==> config.mk <==
export PLATFORM = sky130hd
export DESIGN_NAME = prefixed_integer_parser_flat
export DESIGN_NICKNAME = d
export VERILOG_FILES = /design/src/design/pip_pkg.sv /design/src/design/pip_char_if.sv /design/src/design/pip_result_if.sv /design/src/design/prefixed_integer_parser.sv /design/src/flat_wrapper.sv
export SDC_FILE = /design/constraint.sdc
export NUM_CORES = 1
export LEC_CHECK = 0
export BUFFER_PORTS_ARGS = -buffer_cell sky130_fd_sc_hd__buf_2
export CORE_ASPECT_RATIO = 0.8
export CORE_MARGIN = 5
export CORE_UTILIZATION = 45
export DETAILED_ROUTE_END_ITERATION = 6
export PLACE_DENSITY_LB_ADDON = 0.2
export SLEW_MARGIN = 20
export SYNTH_ARGS = -nofsm -noshare
export SYNTH_HDL_FRONTEND = slang
export SYNTH_SLANG_ARGS = --single-unit
==> constraint.sdc <==
create_clock -name clk -period 5.95 [get_ports clk]
set_input_delay 0.595 -clock clk [delete_from_list [all_inputs] [get_ports clk]]
set_output_delay 0.595 -clock clk [all_outputs]
set_load 0.01 [all_outputs]
==> src/design/pip_pkg.sv <==
// Shared widths, codes and character constants of the prefixed integer parser.
package pip_pkg;

  localparam int VALUE_WIDTH  = 32;
  localparam int CHAR_WIDTH   = 8;
  localparam int STATUS_WIDTH = 2;
  localparam int DIGIT_WIDTH  = 4;
  // Guard bits above the value for a product with radix up to 16 plus a digit
  localparam int GUARD_WIDTH  = 4;

  typedef enum logic [1:0] {
    RADIX_DEC = 2'd0,
    RADIX_OCT = 2'd1,
    RADIX_HEX = 2'd2,
    RADIX_BIN = 2'd3
  } radix_t;

  typedef enum logic [STATUS_WIDTH-1:0] {
    STATUS_OK       = 2'd0,
    STATUS_BAD_CHAR = 2'd1,
    STATUS_OVERFLOW = 2'd2,
    STATUS_EMPTY    = 2'd3
  } status_t;

  localparam logic [CHAR_WIDTH-1:0] CHAR_NUL   = 8'h00;
  localparam logic [CHAR_WIDTH-1:0] CHAR_MINUS = 8'h2D;
  localparam logic [CHAR_WIDTH-1:0] CHAR_ZERO  = 8'h30;
  localparam logic [CHAR_WIDTH-1:0] CHAR_NINE  = 8'h39;
  localparam logic [CHAR_WIDTH-1:0] CHAR_UC_A  = 8'h41;
  localparam logic [CHAR_WIDTH-1:0] CHAR_UC_B  = 8'h42;
  localparam logic [CHAR_WIDTH-1:0] CHAR_UC_F  = 8'h46;
  localparam logic [CHAR_WIDTH-1:0] CHAR_UC_X  = 8'h58;
  localparam logic [CHAR_WIDTH-1:0] CHAR_LC_A  = 8'h61;
  localparam logic [CHAR_WIDTH-1:0] CHAR_LC_B  = 8'h62;
  localparam logic [CHAR_WIDTH-1:0] CHAR_LC_F  = 8'h66;
  localparam logic [CHAR_WIDTH-1:0] CHAR_LC_X  = 8'h78;

endpackage

==> src/design/pip_char_if.sv <==
// Character channel: one string byte per transfer.
interface pip_char_if;
  logic                           valid;
  logic                           ready;
  logic [pip_pkg::CHAR_WIDTH-1:0] character;

  modport source (output valid, output character, input ready);
  modport sink (input valid, input character, output ready);
endinterface

==> src/design/pip_result_if.sv <==
// Result channel: parsed value and status, one transfer per terminated string.
interface pip_result_if;
  logic                                valid;
  logic                                ready;
  logic signed [pip_pkg::VALUE_WIDTH-1:0] value;
  logic [pip_pkg::STATUS_WIDTH-1:0]    status;

  modport source (output valid, output value, output status, input ready);
  modport sink (input valid, input value, input status, output ready);
endinterface

==> src/design/prefixed_integer_parser.sv <==
// Prefixed integer parser: string bytes in, signed value and status out.
//
//   channel  | dir | payload                 | transfer
//   ---------+-----+-------------------------+------------------------------
//   text     | in  | character[7:0]          | one byte; zero ends a string
//   result   | out | value[31:0], status[1:0]| one per zero byte
//
// One byte per cycle while no zero byte waits: each byte lands in an input
// register and is folded into the parse state by one shift-add-compare
// step. A zero byte loads the result register and clears the parse state
// in the same cycle. Reset clears the parse state and both valid flags.
// A stalled result blocks only a zero byte; digits keep flowing behind it.
module prefixed_integer_parser (
  input  logic               clk,
  input  logic               rst,
  pip_char_if.sink           text,
  pip_result_if.source       result
);

  localparam int VW = pip_pkg::VALUE_WIDTH;
  localparam int SW = pip_pkg::VALUE_WIDTH + pip_pkg::GUARD_WIDTH;

  // Input register
  logic                               in_valid;
  logic [pip_pkg::CHAR_WIDTH-1:0]     char_q;

  // Parse state
  logic [VW-1:0]                      acc;
  logic [VW-1:0]                      acc_next;
  pip_pkg::radix_t                    radix;
  pip_pkg::radix_t                    radix_next;
  logic [1:0]                         lzc;
  logic [1:0]                         lzc_next;
  logic                               neg;
  logic                               neg_next;
  pip_pkg::status_t                   err;
  pip_pkg::status_t                   err_next;
  logic                               seen;
  logic                               seen_next;

  // Result register
  logic                               out_valid;
  logic [VW-1:0]                      value_q;
  logic [VW-1:0]                      value_next;
  pip_pkg::status_t                   status_q;
  pip_pkg::status_t                   status_next;

  logic                               is_term;
  logic                               advance;
  logic                               load_result;

  logic                               is_dec;
  logic                               is_lhex;
  logic                               is_uhex;
  logic                               is_digit;
  logic [pip_pkg::DIGIT_WIDTH-1:0]    digit;
  logic [SW-1:0]                      acc_ext;
  logic [SW-1:0]                      scaled;
  logic [SW-1:0]                      sum;
  logic [SW-1:0]                      limit;
  logic                               overflow;
  logic [VW-1:0]                      sum_low;

  // Handshake: a zero byte waits for a free result slot
  assign is_term     = (char_q == pip_pkg::CHAR_NUL);
  assign advance     = in_valid && (!is_term || !out_valid || result.ready);
  assign load_result = advance && is_term;
  assign text.ready  = !in_valid || advance;

  always_ff @(posedge clk) begin
    if (rst) begin
      in_valid <= 1'b0;
    end else if (text.ready) begin
      in_valid <= text.valid;
    end
  end

  always_ff @(posedge clk) begin
    if (text.ready && text.valid) begin
      char_q <= text.character;
    end
  end

  // Classify the byte and find its digit value in the current radix
  always_comb begin
    is_dec  = (char_q >= pip_pkg::CHAR_ZERO) && (char_q <= pip_pkg::CHAR_NINE);
    is_lhex = (char_q >= pip_pkg::CHAR_LC_A) && (char_q <= pip_pkg::CHAR_LC_F);
    is_uhex = (char_q >= pip_pkg::CHAR_UC_A) && (char_q <= pip_pkg::CHAR_UC_F);
    if (is_dec) begin
      digit = pip_pkg::DIGIT_WIDTH'(char_q - pip_pkg::CHAR_ZERO);
    end else if (is_lhex) begin
      digit = pip_pkg::DIGIT_WIDTH'(char_q - pip_pkg::CHAR_LC_A + 8'd10);
    end else begin
      digit = pip_pkg::DIGIT_WIDTH'(char_q - pip_pkg::CHAR_UC_A + 8'd10);
    end
    case (radix)
      pip_pkg::RADIX_DEC: is_digit = is_dec;
      pip_pkg::RADIX_OCT: is_digit = is_dec && (digit < 4'd8);
      pip_pkg::RADIX_BIN: is_digit = is_dec && (digit < 4'd2);
      pip_pkg::RADIX_HEX: is_digit = is_dec || is_lhex || is_uhex;
      default:            is_digit = 1'b0;
    endcase
  end

  // Multiply by the radix with shifts, add the digit, check the signed range
  always_comb begin
    acc_ext = {{pip_pkg::GUARD_WIDTH{1'b0}}, acc};
    case (radix)
      pip_pkg::RADIX_DEC: scaled = (acc_ext << 3) + (acc_ext << 1);
      pip_pkg::RADIX_OCT: scaled = acc_ext << 3;
      pip_pkg::RADIX_HEX: scaled = acc_ext << 4;
      pip_pkg::RADIX_BIN: scaled = acc_ext << 1;
      default:            scaled = acc_ext;
    endcase
    sum      = scaled + {{(SW - pip_pkg::DIGIT_WIDTH){1'b0}}, digit};
    limit    = {{(pip_pkg::GUARD_WIDTH + 1){1'b0}}, {(VW - 1){1'b1}}}
               + {{(SW - 1){1'b0}}, neg};
    overflow = (sum > limit);
    sum_low  = sum[VW-1:0];
  end

  // Next parse state and result
  always_comb begin
    acc_next    = acc;
    radix_next  = radix;
    lzc_next    = lzc;
    neg_next    = neg;
    err_next    = err;
    seen_next   = seen;
    value_next  = '0;
    status_next = pip_pkg::STATUS_OK;

    if (is_term) begin
      if (!seen) begin
        status_next = pip_pkg::STATUS_EMPTY;
      end else if (err != pip_pkg::STATUS_OK) begin
        status_next = err;
      end else if (neg && (acc == '0) && (lzc == 2'd0)) begin
        status_next = pip_pkg::STATUS_BAD_CHAR;
      end else begin
        value_next = neg ? ({VW{1'b0}} - acc) : acc;
      end
      acc_next   = '0;
      radix_next = pip_pkg::RADIX_DEC;
      lzc_next   = 2'd0;
      neg_next   = 1'b0;
      err_next   = pip_pkg::STATUS_OK;
      seen_next  = 1'b0;
    end else begin
      seen_next = 1'b1;
      if (err == pip_pkg::STATUS_OK) begin
        if (!is_digit) begin
          if ((char_q == pip_pkg::CHAR_MINUS) && !seen) begin
            neg_next = 1'b1;
          end else if ((lzc == 2'd1) && (radix == pip_pkg::RADIX_DEC) &&
                       ((char_q == pip_pkg::CHAR_LC_B) ||
                        (char_q == pip_pkg::CHAR_UC_B))) begin
            radix_next = pip_pkg::RADIX_BIN;
          end else if ((lzc == 2'd1) && (radix == pip_pkg::RADIX_DEC) &&
                       ((char_q == pip_pkg::CHAR_LC_X) ||
                        (char_q == pip_pkg::CHAR_UC_X))) begin
            radix_next = pip_pkg::RADIX_HEX;
          end else begin
            err_next = pip_pkg::STATUS_BAD_CHAR;
          end
        end else if (overflow) begin
          err_next = pip_pkg::STATUS_OVERFLOW;
        end else begin
          acc_next = sum_low;
          if (sum_low == '0) begin
            if (lzc != 2'd2) begin
              lzc_next = lzc + 2'd1;
            end
          end else if ((acc == '0) && (radix == pip_pkg::RADIX_DEC) &&
                       (lzc == 2'd1)) begin
            // single leading zero then a nonzero digit: octal
            radix_next = pip_pkg::RADIX_OCT;
            if (digit > 4'd7) begin
              err_next = pip_pkg::STATUS_BAD_CHAR;
            end
          end
        end
      end
    end
  end

  // Advance the parse state
  always_ff @(posedge clk) begin
    if (rst) begin
      acc   <= '0;
      radix <= pip_pkg::RADIX_DEC;
      lzc   <= 2'd0;
      neg   <= 1'b0;
      err   <= pip_pkg::STATUS_OK;
      seen  <= 1'b0;
    end else if (advance) begin
      acc   <= acc_next;
      radix <= radix_next;
      lzc   <= lzc_next;
      neg   <= neg_next;
      err   <= err_next;
      seen  <= seen_next;
    end
  end

  // Hold the result until its transfer
  always_ff @(posedge clk) begin
    if (rst) begin
      out_valid <= 1'b0;
    end else if (load_result) begin
      out_valid <= 1'b1;
    end else if (result.ready) begin
      out_valid <= 1'b0;
    end
  end

  always_ff @(posedge clk) begin
    if (load_result) begin
      value_q  <= value_next;
      status_q <= status_next;
    end
  end

  assign result.valid  = out_valid;
  assign result.value  = value_q;
  assign result.status = status_q;

`ifndef SYNTHESIS
  // A result clears the parse state for the next string
  assert property (@(posedge clk) disable iff (rst)
    load_result |=> (acc == '0) && !seen && (err == pip_pkg::STATUS_OK) && !neg)
    else $error("parse state not cleared after result");

  // A prefix or octal switch needs a byte of the current string
  assert property (@(posedge clk) disable iff (rst)
    (radix != pip_pkg::RADIX_DEC) |-> seen)
    else $error("radix changed with no byte seen");

  // A failed parse reports zero
  assert property (@(posedge clk) disable iff (rst)
    (result.valid && (result.status != pip_pkg::STATUS_OK)) |-> (result.value == '0))
    else $error("nonzero value with error status");

  // A byte stuck in the input register stays put
  assert property (@(posedge clk) disable iff (rst)
    (in_valid && !advance) |=> (in_valid && $stable(char_q)))
    else $error("pending byte lost or changed");
`endif

endmodule

==> src/flat_wrapper.sv <==
// flat-port wrapper written by rule: the top's interface ports become plain ports
module prefixed_integer_parser_flat 
  (clk, rst, text_valid, text_character, text_ready, result_valid, result_value, result_status, result_ready);
  pip_char_if text_i ();
  pip_result_if result_i ();
  input  logic clk;
  input  logic rst;
  input wire logic [$bits(text_i.valid)-1:0] text_valid;
  input wire logic [$bits(text_i.character)-1:0] text_character;
  output wire logic [$bits(text_i.ready)-1:0] text_ready;
  output wire logic [$bits(result_i.valid)-1:0] result_valid;
  output wire logic [$bits(result_i.value)-1:0] result_value;
  output wire logic [$bits(result_i.status)-1:0] result_status;
  input wire logic [$bits(result_i.ready)-1:0] result_ready;
  assign text_i.valid = text_valid;
  assign text_i.character = text_character;
  assign text_ready = text_i.ready;
  assign result_valid = result_i.valid;
  assign result_value = result_i.value;
  assign result_status = result_i.status;
  assign result_i.ready = result_ready;
  prefixed_integer_parser u_core (.clk(clk), .rst(rst), .text(text_i), .result(result_i));
endmodule
==> flow_summary.yaml, run 1 <==
placement:
  routabilityCongestion: 0.9902
  dpl_worst_slack_ps: -236.1
  dp_hpwl_um: 22580
  place.port_buffers: 47
  dp.cells: 1470
synth:
  synth_top_area_share_pct: 14.10
  syn_avg_cell_area_um2: 7.938
  synth_area_leader_cell: "edfxtp_1"
  synth_warnings: 0
  synth-async-reset-ratio_pct: 0
  yosys.area_share.adder_pct: 10.66
  synth-simple-area-share_pct: 25.54
  postSynthRegisterBits: 84
  synth_top_cells_by_area: "edfxtp_1, ha_1, dfxtp_1"
  yosysSeqAreaShare_pct: 23.50
  synth_top_family_by_area: "simple AND/OR/NAND/NOR gates"
  synth_compound_area_share_pct: 21.71
  muxShareOfSynthArea_pct: 6.406
  yosys.area_share.xor_xnor_pct: 7.343
  netlist_area_um2: 8946
  syn-instance-count: 1127
  synth_nets: 1214
  ys_types: 81
  yosys_most_used_dff: "edfxtp_1"
  synth-edff-count: 42
global_routing:
  antenna_found_initial: 0
  overflow: 0
  grt_use_met1_pct: 37.40
  grt.busiest_layer: "met2"
  met2_usage_pct: 37.71
  grt_max_degree: 48
  grt_pass1_vias: 8197
  grt_pass1_wl_um: 45660
  track_usage_pct: 24.96
  use_met3_pct: 4.738
worst_setup_path:
  worstPathMaxFanout: 11
  cpMaxStageDelayCell: "or4b_4"
  critPathKind: "reg2reg"
  cp_data_arrival_time_ps: 6280
  slowest_delay_ps: 520
  crit_path_start_kind: "flip-flop"
  end_kind: "flip-flop"
  cp.required_ps: 6210
floorplanning:
  io_pins: 48
  initial_core_util_pct: 45.45
  core_um2: 19680
  fp.dieArea_um2: 22820
  placementRows: 46
  dieWidth_um: 167.6
  die-height_um: 136.1
clock_tree:
  cts_buffers: 9
  clock_path_buffers: 2
  cts_sinks: 84
  cts_tree: "done"
  clk_latency_ps: 350
  clkSlewWorstSetupHoldPaths_ps: 70
  htree_levels: 3
  ctsRootBufferMaster: "clkbuf_16"
  cts_hold_buf: 0
sta:
  finalClockSkew_ps: 8.080
  fin_crit_sh_pct: 101.2
  finalWorstSetupSlack_ps: -71.36
  max-slew-margin-rel_pct: 31.64
  period_needed_ps: 6021
  worst_pin_slew_ps: 1025
  fmax_ghz: 0.1661
  setup_viol: 15
  slew_violations: 0
  rsz0062_at_grt: "yes"
  holdWs_ps: 423.5
  hold_viol: 0
run_status:
  status: "finished with violations"
  violations: "setup timing"
hold_path:
  hold_class: "in2reg"
power:
  leakagePower_nw: 4.362
  p_total_w: 0.001327
  power.density_nw_per_um2: 127.0
  ir_worst_vdd_mv: 0.1086
flow_run:
  maxCapViolations: 0
route:
  wl_um: 29000
  drcViolationCount: 0
  via_per_inst: 5.999
  dr.first_iter.drc_count: 804
  drtAntennaViolNets: 0
  drtPass1Iterations: 5
  post_drt_wl_per_cell_um: 19.42
  vias: 8956
final_layout:
  stdcell_count: 1493
  area_delta_synth_final_pct: 16.83
  n_antenna_cell: 0
  drive_gt1_share_pct: 18.71
  fin_nets: 1311
## per-layer routing
layer	up-vias	wire length [um]
li1	4361	-
met1	4232	13910
met2	331	12250
met3	32	2407
met4	0	437
met5	-	0
## critical path: cells and delay by family (launching register included)
| kind | cells | cell delay (ps) |
|---|---|---|
| simple gates | 9 | 1900 |
| compound gates | 9 | 1810 |
| fa+ha+maj | 4 | 1030 |
| buf+inv | 5 | 480 |
| flops | 1 | 420 |
| xor+xnor | 1 | 150 |
| mux | 1 | 120 |
## layout make-up
| cell class | count | area [um^2] |
|---|---|---|
| repair buffers | 157 | 1085 |
| well taps | 264 | 330.3 |
| inverters | 30 | 112.6 |
| clock buffers | 9 | 225.2 |
| multi-input cells | 942 | 6526 |
| flip-flops and latches | 84 | 2106 |
| fillers | 1873 | 9233 |
| clock inverters | 7 | 66.31 |
## flip-flops by register name, indices dropped and copies added, names as in the netlist
signal / count
u_core.acc: 32
u_core.char_q: 8
u_core.err: 2
u_core.in_valid: 1
u_core.lzc: 2
u_core.neg: 1
u_core.radix: 2
u_core.result.status: 2
u_core.result.valid: 1
u_core.result.value: 32
u_core.seen: 1
## stage by stage
stage | utilization (%) | TNS, ps | cell area (um^2)
5_1_grt | 53.10 | -10140 | 10450
3_3_place_gp | 50.89 | -102.3 | 10020
4_1_cts | 52.49 | 0 | 10330
6_report | 53.10 | -485.5 | 10450
3_5_place_dp | 50.89 | -4714 | 10020
2_1_floorplan | - | 0 | 9001
## report_power, final
| part | switching (W) | internal (W) |
|---|---|---|
| Clock | 0.000276 | 0.000293 |
| Combinational | 0.0000803 | 0.0000595 |
| Sequential | 0.00000749 | 0.000611 |
## layout by cell type (no fill, tap or decap), types with 30 or more instances in the layout
master	n
mux2i_1	36
dfxtp_1	39
ha_1	71
nand3_1	45
buf_2	47
o21ai_0	51
xnor2_1	33
xor2_1	40
nor2_1	112
edfxtp_1	42
nand2b_1	35
nor3_1	30
nand2_1	86
a21oi_1	96
buf_4	106
## cells by family (layout without fill, tap and decap cells)
| family | Yosys count | after routing |
|---|---|---|
| compound gates | 295 | 295 |
| flops | 84 | 84 |
| simple gates | 447 | 447 |
| mux | 50 | 50 |
| buf+inv | 101 | 203 |
| fa+ha+maj | 75 | 75 |
| xor+xnor | 75 | 75 |
## cell usage after synthesis, types with 4 or more instances
cell and instances:
mux4_2 5, xnor2_1 35, a21oi_1 100, mux2_2 8, ha_1 73, a21o_1 19
or4_1 10, o31ai_1 14, nand3_1 45, or2_2 5, a311oi_1 4, nand2_1 86
o211ai_1 11, buf_2 15, a22oi_1 9, o21bai_1 4, o22ai_1 5, edfxtp_1 42
and3_1 6, clkbuf_1 45, o21a_1 8, nand3b_1 4, nor4_1 10, o21ai_0 52
and2_1 15, a211oi_1 5, a21boi_0 5, buf_1 4, a211o_1 6, nor2_1 114
nand4_1 25, and4_1 4, a31oi_1 10, mux2i_1 37, nor3_1 32, nor2b_1 16
nand4b_1 4, inv_1 30, xor2_1 40, or3_1 24, buf_6 4, nand2b_1 35
dfxtp_1 42
## final timing paths
path,from,cells past startpoint,end,slack (ps)
worst max register to register,u_core.char_q[0]$_DFFE_PP_,29,u_core.acc[22]$_SDFFE_PP0P_,-70
worst max-delay path,u_core.char_q[0]$_DFFE_PP_,29,u_core.acc[22]$_SDFFE_PP0P_,-70
worst min register to register,u_core.lzc[0]$_SDFFE_PP0P_,1,u_core.lzc[0]$_SDFFE_PP0P_,490
worst min-delay path,text_character[4],1,u_core.char_q[4]$_DFFE_PP_,420
## timing repair
action	4_1_cts	5_1_grt
setup endpoints to repair	34	37
setup buffers	2	5
pin swaps	4	4
gates resized for setup	2	20
Power figures use the tool's default switching activity.
==> run 2: changes to the inputs <==
--- a/config.mk
+++ b/config.mk
@@ -5,11 +5,11 @@
 export SDC_FILE = /design/constraint.sdc
 export NUM_CORES = 1
 export LEC_CHECK = 0
-export BUFFER_PORTS_ARGS = -buffer_cell sky130_fd_sc_hd__buf_2
 export CORE_ASPECT_RATIO = 0.8
 export CORE_MARGIN = 5
 export CORE_UTILIZATION = 45
 export DETAILED_ROUTE_END_ITERATION = 6
+export DONT_BUFFER_PORTS = 1
 export PLACE_DENSITY_LB_ADDON = 0.2
 export SLEW_MARGIN = 20
 export SYNTH_ARGS = -nofsm -noshare
==> flow_summary.yaml, run 2 (synthesis results as in run 1) <==
worst_setup_path:
  crit_path_frequent_cell: "inv_2"
  cp.depth: 29
  reg2reg_depth: 29
  startpoint: "u_core.char_q[0]$_DFFE_PP_"
  cp_top_family: "simple AND/OR/NAND/NOR gates"
  reg2reg_from: "u_core.char_q[0]$_DFFE_PP_"
  crit_path_end: "u_core.acc[0]$_SDFFE_PP0P_"
  cp.required_ps: 6220
  worstPathMaxFanout: 7
  slowest_delay_ps: 550
  end_kind: "flip-flop"
  critPathKind: "reg2reg"
  regToRegSetupSlack_ps: -80
  crit_path_start_kind: "flip-flop"
  cpMaxStageDelayCell: "a2111o_2"
  timing.rr.end: "u_core.acc[0]$_SDFFE_PP0P_"
  cp_data_arrival_time_ps: 6310
  crit_buf_inv: 5
power:
  switchingPower_w: 0.0003607
  power_frac_comb_pct: 9.5
  ir_worst_vdd_mv: 0.1571
  clkPwrFrac_pct: 43.7
  power.density_nw_per_um2: 129.9
  leakagePower_nw: 4.163
  swShare_pct: 27.25
  p_total_w: 0.001324
  seqPwrFrac_pct: 46.8
  cellInternalPower_w: 0.0009631
final_layout:
  finalCoreUtilization_pct: 51.75
  final_cell_mix: "nor2_1, a21oi_1, buf_4"
  n_antenna_cell: 0
  area_delta_synth_final_pct: 13.87
  post-route-cell-area_um2: 10190
  drive_gt1_share_pct: 15.23
  stdcell_count: 1433
  fin_nets: 1251
  final_common_cell: "nor2_1"
  fillers: 1907
sta:
  finalWorstSetupSlack_ps: -82.93
  hold_viol: 0
  rsz0062_at_grt: "yes"
  setup_viol: 12
  fmax_ghz: 0.1658
  period_needed_ps: 6033
  finalClockSkew_ps: 13.82
  slew_violations: 0
  worst_pin_slew_ps: 971.2
  fin_crit_sh_pct: 101.4
  max-slew-margin-rel_pct: 34.95
clock_tree:
  ctsRootBufferMaster: "clkbuf_16"
  cts_tree: "done"
  clock_path_buffers: 2
  clkSlewWorstSetupHoldPaths_ps: 80
  clk_latency_ps: 350
  htree_levels: 3
  cts_buffers: 9
  cts_sinks: 84
global_routing:
  overflow: 0
  antenna_found_initial: 0
  grt_max_degree: 48
  track_usage_pct: 24.61
  grt_pass1_vias: 7893
  grt_pass1_wl_um: 44720
floorplanning:
  die-height_um: 136.1
  placementRows: 46
  initial_core_util_pct: 45.45
  core_um2: 19680
  io_pins: 48
  fp.dieArea_um2: 22820
  dieWidth_um: 167.6
route:
  dr.first_iter.drc_count: 792
  post_drt_wl_per_cell_um: 20.08
  drcViolationCount: 0
  drtAntennaViolNets: 0
  via_per_inst: 6.087
  vias: 8722
  drtPass1Iterations: 5
  wl_um: 28780
run_status:
  violations: "setup timing"
  status: "finished with violations"
placement:
  routabilityCongestion: 0.9791
  post_dp_cell_area_um2: 9677
  place.port_buffers: 0
  dp_hpwl_um: 22330
  dp.cells: 1409
  dpl_worst_slack_ps: -148.1
hold_path:
  hold_class: "in2reg"
  hold_path_depth: 1
flow_run:
  maxCapViolations: 0
run 2: worst min-delay path by stage:
stage / start / end / slack (ps)
finish: rst / u_core.in_valid$_SDFFE_PP0N_ / 310
global route: rst / u_core.in_valid$_SDFFE_PP0N_ / 300
CTS: rst / u_core.in_valid$_SDFFE_PP0N_ / 300
detailed placement: u_core.lzc[0]$_SDFFE_PP0P_ / u_core.lzc[0]$_SDFFE_PP0P_ / 480
global placement: u_core.lzc[0]$_SDFFE_PP0P_ / u_core.lzc[0]$_SDFFE_PP0P_ / 480
floorplan: u_core.lzc[0]$_SDFFE_PP0P_ / u_core.lzc[0]$_SDFFE_PP0P_ / 470
run 2: cell type report:
class | count | area [um^2] | share of cell area [%]
multi-input combinational | 942 | 6555 | 64.35
sequential | 84 | 2106 | 20.67
inverter | 30 | 112.6 | 1.105
timing repair buffer | 97 | 782.0 | 7.676
tap | 264 | 330.3 | 3.242
clock buffer | 9 | 225.2 | 2.211
clock inverter | 7 | 76.32 | 0.7492
run 2: through the flow:
step | TNS (ps) | hold slack (ps)
after global placement | 0 | 482.5
after detailed placement | -1926 | 481.6
after floorplan | 0 | 465.4
after CTS | 0 | 302.9
final | -514.3 | 309.7
after global routing | -10140 | 300.0
run 2: per-layer routing:
layer  vias up  part of all wire (%)  global-route usage (%)
li1       4238                     -                       -
met1      4095                    48                   36.26
met2       350                    41                   35.83
met3        39                   8.8                   6.337
met4         0                   2.3                   6.129
met5         -                     0                       0
run 2: power groups by stage:
stage                     combinational [W]  sequential [W]  clock (W)
final                              0.000126        0.000619   0.000579
after global placement             0.000116        0.000632          0
after global routing               0.000139        0.000620   0.000602
after floorplan                   0.0000846        0.000630          0
after detailed placement           0.000117        0.000632          0
after CTS                          0.000118        0.000618   0.000583
run 2: timing repair:
action | CTS | global route
setup buffers | 1 | 5
hold buffers | 0 | 0
setup endpoints to repair | 28 | 37
gates resized for setup | 3 | 28
gates cloned | 0 | 2
pin swaps | 3 | 12
